### src/rtl/core/svr_pkg.sv
`timescale 1ns / 1ps
package svr_pkg;

  localparam logic OP_TRAIN   = 1'b0;
  localparam logic OP_PREDICT = 1'b1;

  localparam logic [1:0] TUBE_INSIDE = 2'd0;
  localparam logic [1:0] TUBE_ABOVE  = 2'd1;
  localparam logic [1:0] TUBE_BELOW  = 2'd2;

  localparam logic CFG_LAMBDA  = 1'b0;
  localparam logic CFG_EPSILON = 1'b1;

  localparam logic [30:0] LAMBDA_RESET  = 31'd65;
  localparam logic [30:0] EPSILON_RESET = 31'd6554;
  localparam logic [30:0] ETA_MAX       = 31'h7FFF_FFFF;
  localparam logic signed [32:0] Q16_ONE = 33'sd65536;

  typedef logic signed [31:0] q16_t;
  typedef logic signed [63:0] q32_t;

  function automatic q16_t sat33(input logic signed [32:0] v);
    if (v[32] != v[31]) begin
      sat33 = v[32] ? 32'sh8000_0000 : 32'sh7FFF_FFFF;
    end else begin
      sat33 = v[31:0];
    end
  endfunction

  function automatic q16_t add_sat32(input q16_t a, input q16_t b);
    add_sat32 = sat33({a[31], a} + {b[31], b});
  endfunction

  // Q32.32 to Q16.16: floor plus the half bit, then saturate.
  function automatic q16_t round_q16(input q32_t a);
    logic signed [48:0] fl;
    fl = {a[63], a[63:16]} + {48'd0, a[15]};
    if (fl > 49'sh0_7FFF_FFFF) begin
      round_q16 = 32'sh7FFF_FFFF;
    end else if (fl < -49'sh0_8000_0000) begin
      round_q16 = 32'sh8000_0000;
    end else begin
      round_q16 = fl[31:0];
    end
  endfunction

endpackage

### src/rtl/core/svr_div.sv
`timescale 1ns / 1ps
// Restoring divider for eta = round(2^32 / d), one quotient bit per cycle.
module svr_div import svr_pkg::*; (
  input  logic        clk,
  input  logic        rst_n,
  input  logic        start,
  input  logic [62:0] divisor,
  output logic        done,
  output logic [30:0] eta
);

  logic [62:0] d_r;
  logic [63:0] rem_r, rem_nxt;
  logic [32:0] q_r;
  logic [5:0]  cnt_r;
  logic        busy_r, fin_r;
  logic [63:0] rem_sh;
  logic [33:0] eta_full;

  always_comb begin
    rem_sh  = {rem_r[62:0], (cnt_r == 6'd32)};
    rem_nxt = rem_sh;
    if (rem_sh >= {1'b0, d_r}) begin
      rem_nxt = rem_sh - {1'b0, d_r};
    end
    eta_full = {1'b0, q_r} + {33'd0, ({rem_r[62:0], 1'b0} >= {1'b0, d_r})};
  end

  always_ff @(posedge clk) begin
    if (!rst_n) begin
      busy_r <= 1'b0;
      fin_r  <= 1'b0;
      cnt_r  <= '0;
    end else begin
      fin_r <= 1'b0;
      if (start) begin
        busy_r <= 1'b1;
        cnt_r  <= 6'd32;
        d_r    <= divisor;
        rem_r  <= '0;
        q_r    <= '0;
      end else if (busy_r) begin
        rem_r <= rem_nxt;
        q_r   <= {q_r[31:0], (rem_sh >= {1'b0, d_r})};
        cnt_r <= cnt_r - 6'd1;
        if (cnt_r == 6'd0) begin
          busy_r <= 1'b0;
          fin_r  <= 1'b1;
        end
      end
    end
  end

  assign done = fin_r;
  assign eta  = (eta_full > {3'd0, ETA_MAX}) ? ETA_MAX : eta_full[30:0];

endmodule
### config.mk
export PLATFORM = sky130hd
export DESIGN_NAME = svr_div
export DESIGN_NICKNAME = d
export VERILOG_FILES = /design/src/rtl/core/svr_pkg.sv /design/src/rtl/core/svr_div.sv
export SDC_FILE = /design/constraint.sdc
export NUM_CORES = 1
export LEC_CHECK = 0
export ABC_CLOCK_PERIOD_IN_PS = 9300
export BUFFER_PORTS_ARGS = -buffer_cell sky130_fd_sc_hd__buf_2
export CAP_MARGIN = 20
export CORE_UTILIZATION = 60
export DETAILED_ROUTE_END_ITERATION = 8
export MAX_ROUTING_LAYER = met4
export PLACE_DENSITY = 0.91
export SLEW_MARGIN = 10
export SYNTH_ARGS = -nofsm -noshare
export SYNTH_HDL_FRONTEND = slang
export SYNTH_SLANG_ARGS = --single-unit
### constraint.sdc
create_clock -name clk -period 9.3 [get_ports clk]
set_clock_uncertainty 0.05 [all_clocks]
set_input_delay 0.465 -clock clk [delete_from_list [all_inputs] [get_ports clk]]
set_output_delay 0.465 -clock clk [all_outputs]
set_load 0.05 [all_outputs]
==> results.txt <==
Critical Path Sink Type -> output pin
worst-path fanout max -> 29
Post-synth EDFFs -> 159
layout cells sized above 1 -> 0.118
Post-Layout Cell Count -> 1505
status -> completed
post-synth net total -> 1328
Leakage -> 4.85 nW
final setup violation count -> 0
largest net degree at the start of global routing -> 67
Power Internal -> 1.56 mW
prevailing post-synth register cell -> edfxtp_1
Total GRT Usage -> 0.288
WL final -> 25500 um
max cap viols -> 0
Top delay family on crit path -> simple AND/OR/NAND/NOR gates
Initial DRC Count -> 820
Arr. time, crit path -> 5.62 ns
worst slew pin tran -> 0.955 ns
Clock power frac -> 0.296
Comb power frac -> 0.302
crit-path cells -> ha_1 -> nand4_1 -> nor3_1 -> inv_1 -> or4_1 -> o21ai_0 -> ha_1 -> and3_1 -> nand3_1 -> nor2_1 -> and3_1 -> and3_1 -> nand3_1 -> mux2_2 -> nor2_1 -> buf_4 -> o21ai_0 -> buf_2
Async S/R FF share, synth -> 0
hpwl dp -> 17800 um
# IOs -> 98
Power Total -> 2.34 mW
CP most frequent cell -> and3_1
worst endpoint required time -> 8.79 ns
global route total overflow -> 0
Yosys Warn Count -> 0
Synth Cell Area -> 11100 um^2
sequential power share -> 0.403
Core Area -> 18000 um^2
number of global-route vias before repair -> 8722
startpoint types -> flip-flop
Buf+Inv Stages, Crit Path -> 3
setup TNS -> 0 ns
utilization after layout -> 0.679
hold-fix buffers at CTS -> 0
worst hold path class -> in2reg
clk buf depth -> 2
Post-CTS Setup Bufs -> 0
CP max-delay cell -> or4_1
Seq cells post-synth -> 167
Resized cells post-CTS -> 0
Initial Util -> 0.614
total CTS buffers -> 17
Via density -> 6.07
Seq/Total Area, Yosys -> 0.446
RSZ-0062 raised after global routing -> no
CTS tree -> built
PortBufs -> 97
die height -> 138 um
DRT Pass-1 Iters -> 5
DRC violations left -> 0
Clk pin slew, worst setup/hold paths -> 0.07 ns
Die Area -> 19000 um^2
fin. max-slew vios -> 0
wire length per cell -> 17.0 um
Slew HR -> 0.363
Row Count -> 49
filler instances -> 1373
syn avg cell area -> 9.26 um^2
Max VDD drop -> 141 uV
cells after synthesis -> 1195
Pwr Density -> 191 nW/um^2
placed cells -> 1472
via count -> 9134
Tcrit/Tclk final -> 0.660
Final ANT Viol Nets -> 0
sw frac -> 0.334
net total in the final layout -> 1395
min Tclk post-route -> 6.14 ns
Synth-to-Final Area Change -> 10.6%
Fmax -> 0.163 GHz
first-pass GRT wire length -> 41100 um
root buffer cell -> clkbuf_16
H-tree levels -> 4
GP Congestion -> 0.975
final hold vios -> 0
post-synthesis cell type count -> 65
Die Span X -> 138 um
Sinks on Clock Net -> 167
CP Class -> reg2out
initial antenna violation count -> 0
largest stage delay on the critical path -> 0.61 ns
clock latency on the worst-skew pair -> 0.44 ns
Sw Pwr -> 782 uW
[cell type report]
cell class,count,area [um^2],area share
multi-input combinational,884,5590,0.457
sequential,167,4930,0.403
timing repair buffer,103,531,0.0433
clock buffer,20,437,0.0357
inverter,89,334,0.0273
tap,229,287,0.0234
clock inverter,12,128,0.0104
antenna,1,2.50,0.000204
[path summary, 6_finish.rpt]
check | start | end | slack [ns] | depth (start not counted)
worst min-delay path | divisor[0] | d_r[0]$_DFFE_PP_ | 0.14 | 1
worst max register to register | cnt_r[0]$_SDFFE_PP0P_ | rem_r[54]$_SDFFCE_PP0P_ | 4.73 | 16
worst max-delay path | rem_r[38]$_SDFFCE_PP0P_ | eta[9] | 3.16 | 18
worst min register to register | cnt_r[0]$_SDFFE_PP0P_ | cnt_r[0]$_SDFFE_PP0P_ | 0.42 | 2
[metrics by stage]
step / hold slack [ns] / cell area, um^2 / worst slack [ns]
4_1_cts: 0.136 / 12200 / 3.16
6_report: 0.143 / 12200 / 3.16
3_5_place_dp: 0.419 / 11700 / 3.68
5_1_grt: 0.132 / 12200 / 2.76
2_1_floorplan: 0.400 / 11100 / 4.30
3_3_place_gp: 0.412 / 11700 / 3.95
[state kept, by name (all words and copies together), names as in the netlist]
signal,flops
rem_r,63
d_r,63
cnt_r,6
busy_r,1
q_r,33
done,1
[worst reg2reg max path, stage by stage, from the launching register on]
cell      delay (ns)
dfxtp_1         0.31
inv_1           0.07
ha_1            0.17
nor4b_1         0.48
nand2_1         0.12
ha_1            0.22
fa_1            0.38
nor2b_1         0.22
o31a_1          0.21
o21ai_0         0.13
a211o_1         0.37
a211oi_1        0.62
a221oi_1        0.25
nand2b_1        0.22
a21boi_0        0.15
xor2_1          0.20
o22ai_1         0.10
[cells by family after synthesis]
| logic type | Yosys count | synth area share |
|---|---|---|
| AOI/OAI and AO/OA | 317 | 0.179 |
| buffers and inverters | 144 | 0.0507 |
| and+or+nand+nor | 416 | 0.181 |
| muxes | 2 | 0.00204 |
| DFF | 167 | 0.446 |
| adders and majority gates | 67 | 0.0764 |
| xor gates and xnor gates | 82 | 0.0649 |
[Yosys cell counts, types with 15 or more instances]
master	number	share of area
nand2_1	167	0.057
edfxtp_1	159	0.43
a21oi_1	128	0.058
inv_1	89	0.030
nor2_1	76	0.026
ha_1	66	0.075
o21ai_0	57	0.026
nor2b_1	46	0.026
xnor2_1	44	0.035
clkbuf_1	39	0.013
xor2_1	38	0.030
nand4_1	28	0.016
nand3_1	21	0.0095
nor3_1	20	0.0090
a21o_1	18	0.012
a211oi_1	16	0.011
buf_2	16	0.0072
o21a_1	15	0.010
[layer usage]
metal  wire, um  part of all wire  track usage
met2      12500              0.49        0.471
met5          0                 0            -
met3       1520             0.060       0.0559
met4        556             0.022        0.104
met1      10900              0.43        0.356
[power groups by stage]
stage	sequential, mW	clock (mW)	combinational, mW
floorplan	0.949	0	0.538
global placement	0.953	0	0.667
detailed placement	0.958	0	0.686
CTS	0.943	0.694	0.697
global route	0.951	0.722	0.779
finish	0.944	0.693	0.707
[placed cells by master, fill, tap and decap left out, types with 4 or more instances in the layout]
cell type / n
a211oi_1: 16
a21boi_0: 6
a21o_1: 18
a21oi_1: 128
a221oi_1: 5
a31oi_1: 12
and3_1: 13
and4_1: 4
buf_2: 97
buf_4: 6
clkbuf_16: 17
dfxtp_1: 8
edfxtp_1: 159
ha_1: 66
inv_1: 88
nand2_1: 167
nand2b_1: 14
nand3_1: 21
nand4_1: 28
nor2_1: 76
nor2b_1: 46
nor3_1: 20
nor4_1: 4
o211ai_1: 6
o21a_1: 14
o21ai_0: 57
o21ai_1: 5
o21bai_1: 11
o22ai_1: 4
or3_1: 7
xnor2_1: 44
xor2_1: 38
Power figures use the tool's default switching activity.
